### src/design/usbdp_pkg.sv
// Package for the USB data packetizer: codes, queue entry type, CRC-16 step.
// No dependencies; compiled first.
package usbdp_pkg;

	localparam int unsigned QUEUE_DEPTH_DEF = 4;
	localparam logic [15:0] CRC_POLY = 16'hA001;
	localparam logic [15:0] CRC_INIT = 16'hFFFF;
	localparam logic [6:0]  MAX_PACKET_RST = 7'd8;
	localparam logic [7:0]  DATA0_PID_RST = 8'd195;
	localparam logic [7:0]  DATA1_PID_RST = 8'd75;
	localparam logic [6:0]  PACKET_LIMIT = 7'd64;

	typedef enum logic [1:0] {
		FUNC_BYTE  = 2'd0,
		FUNC_RXPID = 2'd1,
		FUNC_EMPTY = 2'd2
	} usbdp_func_t;

	typedef enum logic [1:0] {
		KIND_PID  = 2'd0,
		KIND_DATA = 2'd1,
		KIND_CRC  = 2'd2
	} usbdp_kind_t;

	typedef enum logic [1:0] {
		REG_MAX_PACKET = 2'd0,
		REG_DATA0_PID  = 2'd1,
		REG_DATA1_PID  = 2'd2
	} usbdp_reg_t;

	// one-hot positions of the output steps of one queue entry
	localparam int unsigned STEP_PID    = 0;
	localparam int unsigned STEP_DATA   = 1;
	localparam int unsigned STEP_CRC_LO = 2;
	localparam int unsigned STEP_CRC_HI = 3;
	localparam int unsigned STEP_ZPID   = 4;
	localparam int unsigned STEP_ZLO    = 5;
	localparam int unsigned STEP_ZHI    = 6;
	localparam int unsigned NUM_STEPS   = 7;

	typedef struct packed {
		logic       open;
		logic [7:0] pid_a;
		logic       data_en;
		logic [7:0] data;
		logic       close;
		logic       zlp;
		logic [7:0] pid_b;
	} usbdp_cmd_t;

	typedef struct packed {
		logic [6:0] max_packet;
		logic [7:0] data0_pid;
		logic [7:0] data1_pid;
	} usbdp_cfg_t;

	function automatic logic [15:0] crc_byte(input logic [15:0] crc_in, input logic [7:0] b);
		logic [15:0] c;
		c = crc_in;
		for (int i = 0; i < 8; i++) begin
			if (c[0] ^ b[i]) begin
				c = (c >> 1) ^ CRC_POLY;
			end else begin
				c = c >> 1;
			end
		end
		return c;
	endfunction

endpackage

### src/design/usbdp_if.sv
// Valid/ready channel interfaces for the input items and the output bytes.
// Standalone; used by the front, back and top-level modules.
interface usbdp_in_if;
	logic       valid;
	logic       ready;
	logic [1:0] func;
	logic [7:0] data_byte;
	logic       last_of_transfer;
	logic       received_data1;

	modport source(output valid, func, data_byte, last_of_transfer, received_data1,
		input ready);
	modport sink(input valid, func, data_byte, last_of_transfer, received_data1,
		output ready);
endinterface

interface usbdp_out_if;
	logic       valid;
	logic       ready;
	logic [7:0] out_byte;
	logic [1:0] byte_kind;
	logic       end_of_packet;

	modport source(output valid, out_byte, byte_kind, end_of_packet, input ready);
	modport sink(input valid, out_byte, byte_kind, end_of_packet, output ready);
endinterface

### src/design/usbdp_front.sv
// Front end: accepts input items, tracks packet fill and data toggle, and turns
// each byte or empty item into one queue entry. Depends on usbdp_pkg, usbdp_in_if.
module usbdp_front (
	input  logic                 clk,
	input  logic                 arst_n,
	usbdp_in_if.sink             in_ch,
	input  usbdp_pkg::usbdp_cfg_t cfg,
	output logic                 push_valid,
	input  logic                 push_ready,
	output usbdp_pkg::usbdp_cmd_t push_data
);
	import usbdp_pkg::*;

	logic [6:0] bytes_q;
	logic       toggle_q;
	logic [6:0] limit;
	logic [6:0] bytes_inc;
	logic       full;
	logic       accept;
	logic       t1;
	logic       is_byte;
	logic       is_empty;

	assign is_byte  = in_ch.func == FUNC_BYTE;
	assign is_empty = in_ch.func == FUNC_EMPTY;

	always_comb begin
		if (cfg.max_packet == 7'd0) begin
			limit = 7'd1;
		end else if (cfg.max_packet > PACKET_LIMIT) begin
			limit = PACKET_LIMIT;
		end else begin
			limit = cfg.max_packet;
		end
	end

	assign bytes_inc = bytes_q + 7'd1;
	assign full      = bytes_inc >= limit;

	always_comb begin
		push_data = '0;
		t1 = toggle_q;
		if (is_byte) begin
			push_data.open    = bytes_q == 7'd0;
			push_data.pid_a   = toggle_q ? cfg.data1_pid : cfg.data0_pid;
			t1                = push_data.open ? ~toggle_q : toggle_q;
			push_data.data_en = 1'b1;
			push_data.data    = in_ch.data_byte;
			push_data.close   = full | in_ch.last_of_transfer;
			push_data.zlp     = full & in_ch.last_of_transfer;
		end else begin
			push_data.close = bytes_q != 7'd0;
			push_data.zlp   = 1'b1;
		end
		push_data.pid_b = t1 ? cfg.data1_pid : cfg.data0_pid;
	end

	assign in_ch.ready = push_ready;
	assign push_valid  = in_ch.valid & (is_byte | is_empty);
	assign accept      = in_ch.valid & in_ch.ready;

	always_ff @(posedge clk or negedge arst_n) begin
		if (!arst_n) begin
			bytes_q  <= '0;
			toggle_q <= 1'b0;
		end else if (accept) begin
			case (in_ch.func)
				FUNC_BYTE: begin
					bytes_q  <= (full | in_ch.last_of_transfer) ? 7'd0 : bytes_inc;
					toggle_q <= push_data.zlp ? ~t1 : t1;
				end
				FUNC_RXPID: begin
					toggle_q <= ~in_ch.received_data1;
				end
				FUNC_EMPTY: begin
					bytes_q  <= '0;
					toggle_q <= ~toggle_q;
				end
				default: begin
				end
			endcase
		end
	end

endmodule

### src/design/usbdp_fifo.sv
// Short flip-flop queue of packet commands between front and back end.
// Depends on usbdp_pkg for the entry type.
module usbdp_fifo #(
	parameter int unsigned DEPTH = usbdp_pkg::QUEUE_DEPTH_DEF
) (
	input  logic                  clk,
	input  logic                  arst_n,
	input  logic                  push_valid,
	output logic                  push_ready,
	input  usbdp_pkg::usbdp_cmd_t push_data,
	output logic                  pop_valid,
	input  logic                  pop_ready,
	output usbdp_pkg::usbdp_cmd_t pop_data
);
	import usbdp_pkg::*;

	localparam int unsigned PTR_W = (DEPTH > 1) ? $clog2(DEPTH) : 1;
	localparam int unsigned CNT_W = $clog2(DEPTH + 1);

	usbdp_cmd_t       mem_q [DEPTH];
	logic [PTR_W-1:0] wr_q;
	logic [PTR_W-1:0] rd_q;
	logic [CNT_W-1:0] count_q;
	logic             do_push;
	logic             do_pop;

	assign push_ready = count_q != CNT_W'(DEPTH);
	assign pop_valid  = count_q != '0;
	assign pop_data   = mem_q[rd_q];
	assign do_push    = push_valid & push_ready;
	assign do_pop     = pop_valid & pop_ready;

	always_ff @(posedge clk) begin
		if (do_push) begin
			mem_q[wr_q] <= push_data;
		end
	end

	always_ff @(posedge clk or negedge arst_n) begin
		if (!arst_n) begin
			wr_q    <= '0;
			rd_q    <= '0;
			count_q <= '0;
		end else begin
			if (do_push) begin
				wr_q <= (wr_q == PTR_W'(DEPTH - 1)) ? '0 : wr_q + 1'b1;
			end
			if (do_pop) begin
				rd_q <= (rd_q == PTR_W'(DEPTH - 1)) ? '0 : rd_q + 1'b1;
			end
			if (do_push && !do_pop) begin
				count_q <= count_q + 1'b1;
			end else if (do_pop && !do_push) begin
				count_q <= count_q - 1'b1;
			end
		end
	end

endmodule

### src/design/usbdp_back.sv
// Back end: walks each queued command through its wire bytes, keeps the
// running CRC-16 and drives the output register. Depends on usbdp_pkg, usbdp_out_if.
module usbdp_back (
	input  logic                  clk,
	input  logic                  arst_n,
	input  logic                  pop_valid,
	output logic                  pop_ready,
	input  usbdp_pkg::usbdp_cmd_t pop_data,
	usbdp_out_if.source           out_ch
);
	import usbdp_pkg::*;

	usbdp_cmd_t           cur_q;
	logic [NUM_STEPS-1:0] mask_q;
	logic [15:0]          crc_q;
	logic                 ov_q;
	logic [7:0]           byte_q;
	usbdp_kind_t          kind_q;
	logic                 eop_q;

	logic [NUM_STEPS-1:0] lsb;
	logic [NUM_STEPS-1:0] mask_after;
	logic [NUM_STEPS-1:0] load_mask;
	logic                 emit;
	logic                 load;
	logic [7:0]           nxt_byte;
	usbdp_kind_t          nxt_kind;
	logic                 nxt_eop;
	logic [15:0]          nxt_crc;
	logic [15:0]          crc_inv;

	assign emit       = (mask_q != '0) & (~ov_q | out_ch.ready);
	assign lsb        = mask_q & (~mask_q + 1'b1);
	assign mask_after = emit ? (mask_q & ~lsb) : mask_q;
	assign load       = pop_valid & (mask_after == '0);
	assign pop_ready  = load;
	assign crc_inv    = ~crc_q;

	always_comb begin
		load_mask = '0;
		load_mask[STEP_PID]    = pop_data.open;
		load_mask[STEP_DATA]   = pop_data.data_en;
		load_mask[STEP_CRC_LO] = pop_data.close;
		load_mask[STEP_CRC_HI] = pop_data.close;
		load_mask[STEP_ZPID]   = pop_data.zlp;
		load_mask[STEP_ZLO]    = pop_data.zlp;
		load_mask[STEP_ZHI]    = pop_data.zlp;
	end

	always_comb begin
		nxt_byte = 8'h00;
		nxt_kind = KIND_CRC;
		nxt_eop  = 1'b0;
		nxt_crc  = crc_q;
		if (lsb[STEP_PID]) begin
			nxt_byte = cur_q.pid_a;
			nxt_kind = KIND_PID;
			nxt_crc  = CRC_INIT;
		end else if (lsb[STEP_DATA]) begin
			nxt_byte = cur_q.data;
			nxt_kind = KIND_DATA;
			nxt_crc  = crc_byte(crc_q, cur_q.data);
		end else if (lsb[STEP_CRC_LO]) begin
			nxt_byte = crc_inv[7:0];
		end else if (lsb[STEP_CRC_HI]) begin
			nxt_byte = crc_inv[15:8];
			nxt_eop  = 1'b1;
			nxt_crc  = CRC_INIT;
		end else if (lsb[STEP_ZPID]) begin
			nxt_byte = cur_q.pid_b;
			nxt_kind = KIND_PID;
		end else if (lsb[STEP_ZHI]) begin
			nxt_eop = 1'b1;
		end
	end

	always_ff @(posedge clk or negedge arst_n) begin
		if (!arst_n) begin
			mask_q <= '0;
			crc_q  <= CRC_INIT;
			ov_q   <= 1'b0;
		end else begin
			if (load) begin
				mask_q <= load_mask;
			end else begin
				mask_q <= mask_after;
			end
			if (emit) begin
				crc_q <= nxt_crc;
				ov_q  <= 1'b1;
			end else if (out_ch.ready) begin
				ov_q <= 1'b0;
			end
		end
	end

	always_ff @(posedge clk) begin
		if (load) begin
			cur_q <= pop_data;
		end
		if (emit) begin
			byte_q <= nxt_byte;
			kind_q <= nxt_kind;
			eop_q  <= nxt_eop;
		end
	end

	assign out_ch.valid         = ov_q;
	assign out_ch.out_byte      = byte_q;
	assign out_ch.byte_kind     = kind_q;
	assign out_ch.end_of_packet = eop_q;

endmodule

### src/design/usb_data_packetizer_crc16.sv
// Top level of the USB data packetizer with CRC-16: register port, front end,
// command queue and back end. Depends on usbdp_pkg, usbdp_if and the submodules.
//
// Usage:
//   in_ch carries one item per transfer: a payload byte (func 0, with
//   last_of_transfer on the final byte), a received data PID (func 1, sets
//   the toggle, no output) or an empty transfer (func 2).
//   out_ch carries one wire byte per transfer: PID, payload and CRC bytes,
//   with end_of_packet on the second CRC byte of each packet.
//   The APB port holds max_packet (0x0), data0_pid (0x4), data1_pid (0x8);
//   write them only while the block is idle.
// Timing:
//   An item is taken in the cycle it arrives unless the command queue is
//   full. With the back end idle its first byte passes through the queue, the
//   back end's command register and the output register before it is valid on
//   out_ch. Each item expands into zero to seven bytes; the back end sends one
//   byte per cycle while out_ch is ready, so the output port sets throughput:
//   one wire byte per mid-packet byte, up to seven for a byte ending a full packet.
// Reset clears the queue, the output register, the fill count and the
// toggle (first packet DATA0), and loads the register reset values.
// When out_ch stalls the output byte holds; the queue fills, then in_ch.ready drops.
module usb_data_packetizer_crc16 #(
	parameter int unsigned QUEUE_DEPTH = usbdp_pkg::QUEUE_DEPTH_DEF
) (
	input  logic        clk,
	input  logic        arst_n,
	usbdp_in_if.sink    in_ch,
	usbdp_out_if.source out_ch,
	input  logic        psel,
	input  logic        penable,
	input  logic        pwrite,
	input  logic [3:0]  paddr,
	input  logic [31:0] pwdata,
	output logic [31:0] prdata,
	output logic        pready
);
	import usbdp_pkg::*;

	usbdp_cfg_t cfg_q;
	usbdp_cmd_t push_data;
	usbdp_cmd_t pop_data;
	logic       push_valid;
	logic       push_ready;
	logic       pop_valid;
	logic       pop_ready;
	logic       wr_en;

	assign pready = 1'b1;
	assign wr_en  = psel & penable & pwrite;

	always_ff @(posedge clk or negedge arst_n) begin
		if (!arst_n) begin
			cfg_q.max_packet <= MAX_PACKET_RST;
			cfg_q.data0_pid  <= DATA0_PID_RST;
			cfg_q.data1_pid  <= DATA1_PID_RST;
		end else if (wr_en) begin
			case (paddr[3:2])
				REG_MAX_PACKET: cfg_q.max_packet <= pwdata[6:0];
				REG_DATA0_PID:  cfg_q.data0_pid  <= pwdata[7:0];
				REG_DATA1_PID:  cfg_q.data1_pid  <= pwdata[7:0];
				default: begin
				end
			endcase
		end
	end

	always_comb begin
		case (paddr[3:2])
			REG_MAX_PACKET: prdata = {25'd0, cfg_q.max_packet};
			REG_DATA0_PID:  prdata = {24'd0, cfg_q.data0_pid};
			REG_DATA1_PID:  prdata = {24'd0, cfg_q.data1_pid};
			default:        prdata = '0;
		endcase
	end

	usbdp_front u_front (
		.clk        (clk),
		.arst_n     (arst_n),
		.in_ch      (in_ch),
		.cfg        (cfg_q),
		.push_valid (push_valid),
		.push_ready (push_ready),
		.push_data  (push_data)
	);

	usbdp_fifo #(
		.DEPTH (QUEUE_DEPTH)
	) u_fifo (
		.clk        (clk),
		.arst_n     (arst_n),
		.push_valid (push_valid),
		.push_ready (push_ready),
		.push_data  (push_data),
		.pop_valid  (pop_valid),
		.pop_ready  (pop_ready),
		.pop_data   (pop_data)
	);

	usbdp_back u_back (
		.clk       (clk),
		.arst_n    (arst_n),
		.pop_valid (pop_valid),
		.pop_ready (pop_ready),
		.pop_data  (pop_data),
		.out_ch    (out_ch)
	);

endmodule

### src/flat_wrapper.sv
// flat-port wrapper written by rule: the top's interface ports become plain ports
module usb_data_packetizer_crc16_flat import usbdp_pkg::*;
#(
	parameter int unsigned QUEUE_DEPTH = usbdp_pkg::QUEUE_DEPTH_DEF
)
  (clk, arst_n, psel, penable, pwrite, paddr, pwdata, prdata, pready, in_ch_valid, in_ch_func, in_ch_data_byte, in_ch_last_of_transfer, in_ch_received_data1, in_ch_ready, out_ch_valid, out_ch_out_byte, out_ch_byte_kind, out_ch_end_of_packet, out_ch_ready);
  usbdp_in_if in_ch_i ();
  usbdp_out_if out_ch_i ();
  input  logic clk;
  input  logic arst_n;
  input  logic psel;
  input  logic penable;
  input  logic pwrite;
  input  logic [3:0] paddr;
  input  logic [31:0] pwdata;
  output logic [31:0] prdata;
  output logic pready;
  input wire logic [$bits(in_ch_i.valid)-1:0] in_ch_valid;
  input wire logic [$bits(in_ch_i.func)-1:0] in_ch_func;
  input wire logic [$bits(in_ch_i.data_byte)-1:0] in_ch_data_byte;
  input wire logic [$bits(in_ch_i.last_of_transfer)-1:0] in_ch_last_of_transfer;
  input wire logic [$bits(in_ch_i.received_data1)-1:0] in_ch_received_data1;
  output wire logic [$bits(in_ch_i.ready)-1:0] in_ch_ready;
  output wire logic [$bits(out_ch_i.valid)-1:0] out_ch_valid;
  output wire logic [$bits(out_ch_i.out_byte)-1:0] out_ch_out_byte;
  output wire logic [$bits(out_ch_i.byte_kind)-1:0] out_ch_byte_kind;
  output wire logic [$bits(out_ch_i.end_of_packet)-1:0] out_ch_end_of_packet;
  input wire logic [$bits(out_ch_i.ready)-1:0] out_ch_ready;
  assign in_ch_i.valid = in_ch_valid;
  assign in_ch_i.func = in_ch_func;
  assign in_ch_i.data_byte = in_ch_data_byte;
  assign in_ch_i.last_of_transfer = in_ch_last_of_transfer;
  assign in_ch_i.received_data1 = in_ch_received_data1;
  assign in_ch_ready = in_ch_i.ready;
  assign out_ch_valid = out_ch_i.valid;
  assign out_ch_out_byte = out_ch_i.out_byte;
  assign out_ch_byte_kind = out_ch_i.byte_kind;
  assign out_ch_end_of_packet = out_ch_i.end_of_packet;
  assign out_ch_i.ready = out_ch_ready;
  usb_data_packetizer_crc16 #(.QUEUE_DEPTH(QUEUE_DEPTH)) u_core (.clk(clk), .arst_n(arst_n), .in_ch(in_ch_i), .out_ch(out_ch_i), .psel(psel), .penable(penable), .pwrite(pwrite), .paddr(paddr), .pwdata(pwdata), .prdata(prdata), .pready(pready));
endmodule
### config.mk
export PLATFORM = sky130hd
export DESIGN_NAME = usb_data_packetizer_crc16_flat
export DESIGN_NICKNAME = d
export VERILOG_FILES = /design/src/design/usbdp_pkg.sv /design/src/design/usbdp_if.sv /design/src/design/usbdp_front.sv /design/src/design/usbdp_fifo.sv /design/src/design/usbdp_back.sv /design/src/design/usb_data_packetizer_crc16.sv /design/src/flat_wrapper.sv
export SDC_FILE = /design/constraint.sdc
export NUM_CORES = 1
export LEC_CHECK = 0
export ABC_AREA = 0
export CELL_PAD_IN_SITES_DETAIL_PLACEMENT = 0
export CELL_PAD_IN_SITES_GLOBAL_PLACEMENT = 1
export CORE_ASPECT_RATIO = 1.2
export CORE_UTILIZATION = 30
export CTS_BUF_LIST = sky130_fd_sc_hd__clkbuf_16
export CTS_CLUSTER_DIAMETER = 150
export DETAILED_ROUTE_END_ITERATION = 8
export DONT_BUFFER_PORTS = 1
export PLACE_DENSITY_LB_ADDON = 0.2
export SLEW_MARGIN = 20
export SYNTH_ARGS = -nofsm -noshare
export SYNTH_HDL_FRONTEND = slang
export SYNTH_HIERARCHICAL = 1
export SYNTH_SLANG_ARGS = --single-unit
### constraint.sdc
create_clock -name clk -period 8.29 [get_ports clk]
set_clock_uncertainty 0.05 [all_clocks]
set_input_delay 1.658 -clock clk [delete_from_list [all_inputs] [get_ports clk]]
set_output_delay 1.658 -clock clk [all_outputs]
set_load 0.01 [all_outputs]
==> summary.txt <==
Timing
  – Final worst slack: 4.18 ns
  – RSZ-0062 raised after global routing: false
  – Final setup fails: 0
  – Slew Limit Fails: 0
  – Setup Total Neg Slack: 0 ns
  – Worst-margin pin slew: 0.884 ns
  – Tcrit/Tclk final: 49.6%
  – Post-route minimum period: 4.11 ns
  – Worst slew margin: 41.1%
  – Final Hold Viols: 0
  – Max Clk Rate: 243 MHz

Power
  – Sequential share of power: 45.4%
  – Clk network pwr share: 26.2%
  – Power per cell area: 366 mW/mm²
  – Static Leak: 3.85 nW
  – Sw Share: 31.3%
  – Logic pwr share: 28.4%
  – NetSw: 0.00121 W
  – Max VDD drop: 0.178 mV
  – Post-layout power: 0.00387 W
  – Internal power: 0.00266 W

Global route
  – Largest net degree at the start of global routing: 63
  – Remaining Overflow, GRT: 0
  – GR Layer Usage met1: 15.6%
  – Vias in the first global route: 5275
  – Grt met3 use: 2.54%
  – GRT busiest layer: met2
  – Initial antenna violation count: 0
  – Total GRT Usage: 12.2%
  – Met2 GRT Util: 20.6%
  – First-pass GRT wire length: 30200 µm

CTS
  – CTS buffer count: 25
  – Gates resized, CTS repair: 0
  – H-Tree Depth: 1
  – Clock transition at path regs: 0.05 ns
  – Number of post-CTS setup repair buffers: 0
  – Root Driver: clkbuf_16
  – Clock sinks: 209
  – Max Buffers Root-to-Sink: 3
  – CTS tree: yes
  – Clk Latency, worst-skew pair: 0.52 ns
  – Hold_buf cts: 0

Die
  – Row count: 71
  – Die height: 197 µm
  – Starting Density: 30.4%
  – Die area: 0.0324 mm²
  – Core area: 0.0313 mm²
  – Ports: 101
  – Chip Width: 165 µm

Critical path
  – Reg-to-Reg End: u_core/u_fifo/count_q[1]$_DFFE_PN0P_
  – RR Startpoint: u_core/u_back/mask_q[1]$_DFF_PN0_
  – Worst EP arrival: 2.40 ns
  – Reg2Reg Setup Slack: 4.33 ns
  – Required @ worst endpoint: 6.58 ns
  – Setup crit start kind: primary input
  – Worst-case reg-to-reg path depth: 9
  – Crit-path max FO: 12
  – CP endpoint kind: output port
  – Worst Setup Path Type: primary input to output port

Min path
  – HP Start: u_core/u_fifo/count_q[2]$_DFFE_PN0P_
  – Hold path depth: 1
  – Worst Hold Class: flip-flop to flip-flop
  – Worst Hold End: u_core/u_fifo/count_q[2]$_DFFE_PN0P_

Final layout
  – Most frequent cells in the layout: 147 x edfxtp_1, 44 x nand2_1, 36 x dfrtp_1, 36 x nor2_1, 35 x a21oi_1
  – Commonest non-fill, non-tap cell in the layout: edfxtp_1
  – Fill count: 3077
  – Inserted Diodes: 0
  – Synthesis-to-finish area growth: 11.0%
  – Post-route cell area: 0.0106 mm²
  – Share of cells above drive strength 1: 23.1%
  – Final net count: 713

Outcome
  – Status: finished clean

Logic synthesis
  – Warnings from Yosys: 6
  – Asr flop ratio synth: 29.7%
  – Mean Syn Cell Area: 14.9 µm²
  – Post-Syn Area: 0.00952 mm²
  – Synth Register Bits: 209
  – Yosys cell types: 64
  – Ys flop type: edfxtp_1
  – Post-Synthesis Cells: 638
  – Register area share after synthesis: 63.0%
  – Post-synth EDFFs: 147

Placement
  – Post-placement cell area: 0.00980 mm²
  – GP Congestion: 0.767
  – Final HPWL DP: 12600 µm
  – Placement Setup Slack: 3.70 ns
  – PortBufs: 0

Routing
  – Drt via density: 4.74
  – Number of DRC markers in iteration 0: 322
  – DRT Wirelength: 19100 µm
  – ANT nets after route: 0
  – # DRC: 0
  – Via count of the routed design: 5014
  – WL/cell: 18.1 µm
  – Initial DRT Pass Iterations: 4

Run
  – Max-Cap Viols: 0
==> layer usage <==
layer,wire (µm),vias to the layer above
li1,-,2342
met1,8350,2519
met2,9440,127
met3,960,26
met4,394,0
met5,0,-
==> power groups by stage <==
stage | Sequential, W | Clock (W) | Combinational [W]
2_1_floorplan | 0.00161 | 0 | 0.00100
3_3_place_gp | 0.00178 | 0 | 0.00109
3_5_place_dp | 0.00179 | 0 | 0.00112
4_1_cts | 0.00177 | 0.00105 | 0.00112
5_1_grt | 0.00181 | 0.00109 | 0.00123
6_report | 0.00176 | 0.00101 | 0.00110
==> through the flow <==
| step | hold slack [ns] | cells | utilization (%) |
|---|---|---|---|
| after global routing | 0.482 | 1058 | 33.8 |
| after detailed placement | 0.445 | 1012 | 31.3 |
| after global placement | 0.421 | 1012 | 31.3 |
| after CTS | 0.463 | 1058 | 33.8 |
| after floorplan | 0.397 | 661 | - |
| final | 0.458 | 1058 | 33.8 |
==> sequential cells by signal, indices dropped and copies added, names as in the netlist <==
signal                              flops
u_core/u_fifo/wr_q                      2
u_core/u_back/crc_q                    16
u_core/u_fifo/mem_q                   112
u_core/u_fifo/count_q                   3
u_core/u_front/toggle_q                 1
u_core/u_back/mask_q                    7
u_core/u_front/bytes_q                  7
u_core/u_back/out_ch.end_of_packet      1
u_core/cfg_q                           23
u_core/u_back/out_ch.valid              1
u_core/u_back/out_ch.byte_kind          2
u_core/u_back/cur_q                    24
u_core/u_back/out_ch.out_byte           8
u_core/u_fifo/rd_q                      2
==> worst max-delay path by stage <==
| stage | start | end | slack (ns) | depth (start not counted) |
|---|---|---|---|---|
| 6_report | paddr[3] | prdata[2] | 4.18 | 3 |
| 5_1_grt | out_ch_ready | u_core/u_fifo/count_q[1]$_DFFE_PN0P_ | 3.99 | 9 |
| 4_1_cts | paddr[3] | prdata[3] | 4.17 | 3 |
| 3_5_place_dp | out_ch_ready | u_core/u_fifo/count_q[1]$_DFFE_PN0P_ | 3.70 | 9 |
| 3_3_place_gp | out_ch_ready | u_core/u_fifo/count_q[1]$_DFFE_PN0P_ | 3.79 | 9 |
| 2_1_floorplan | out_ch_ready | u_core/u_fifo/count_q[1]$_DFFE_PN0P_ | 4.12 | 10 |
==> final cells by class <==
class	instances	area, µm²	area share [%]
well taps	401	502	4.75
clock buffers	25	626	5.92
clock inverters	21	141	1.34
multi-input cells	390	3240	30.7
flip-flops and latches	209	6000	56.8
inverters	10	37.5	0.355
repair buffers	2	15.0	0.142
==> cell usage after synthesis, drive strengths merged, types with 19 or more instances <==
cell,n,area share [%]
edfxtp,147,46
mux2,44,5.6
nand2,44,1.7
nor2,38,1.6
buf,37,2.8
dfrtp,37,9.7
a21oi,35,1.8
o21ai,29,1.5
mux4,28,6.6
dfstp,25,6.9
xnor2,20,2.1
ha,19,2.5
==> kinds of logic after synthesis <==
logic type               after synthesis  share of synthesized area, %
AO/OA/AOI/OAI                         93                          6.02
XOR/XNOR                              30                          3.30
adder cells (fa/ha/maj)               21                          2.81
buffers and inverters                 62                          3.79
flip-flops                           209                          63.0
multiplexers                          87                          13.8
other                                  2                        0.0789
AND/OR/NAND/NOR                      134                          7.17
==> critical path, stage by stage <==
cell and delay (ns):
nor2b_1 0.43, nand2_1 0.13, o21ai_0 0.19
(Power assumes the default switching activity.)
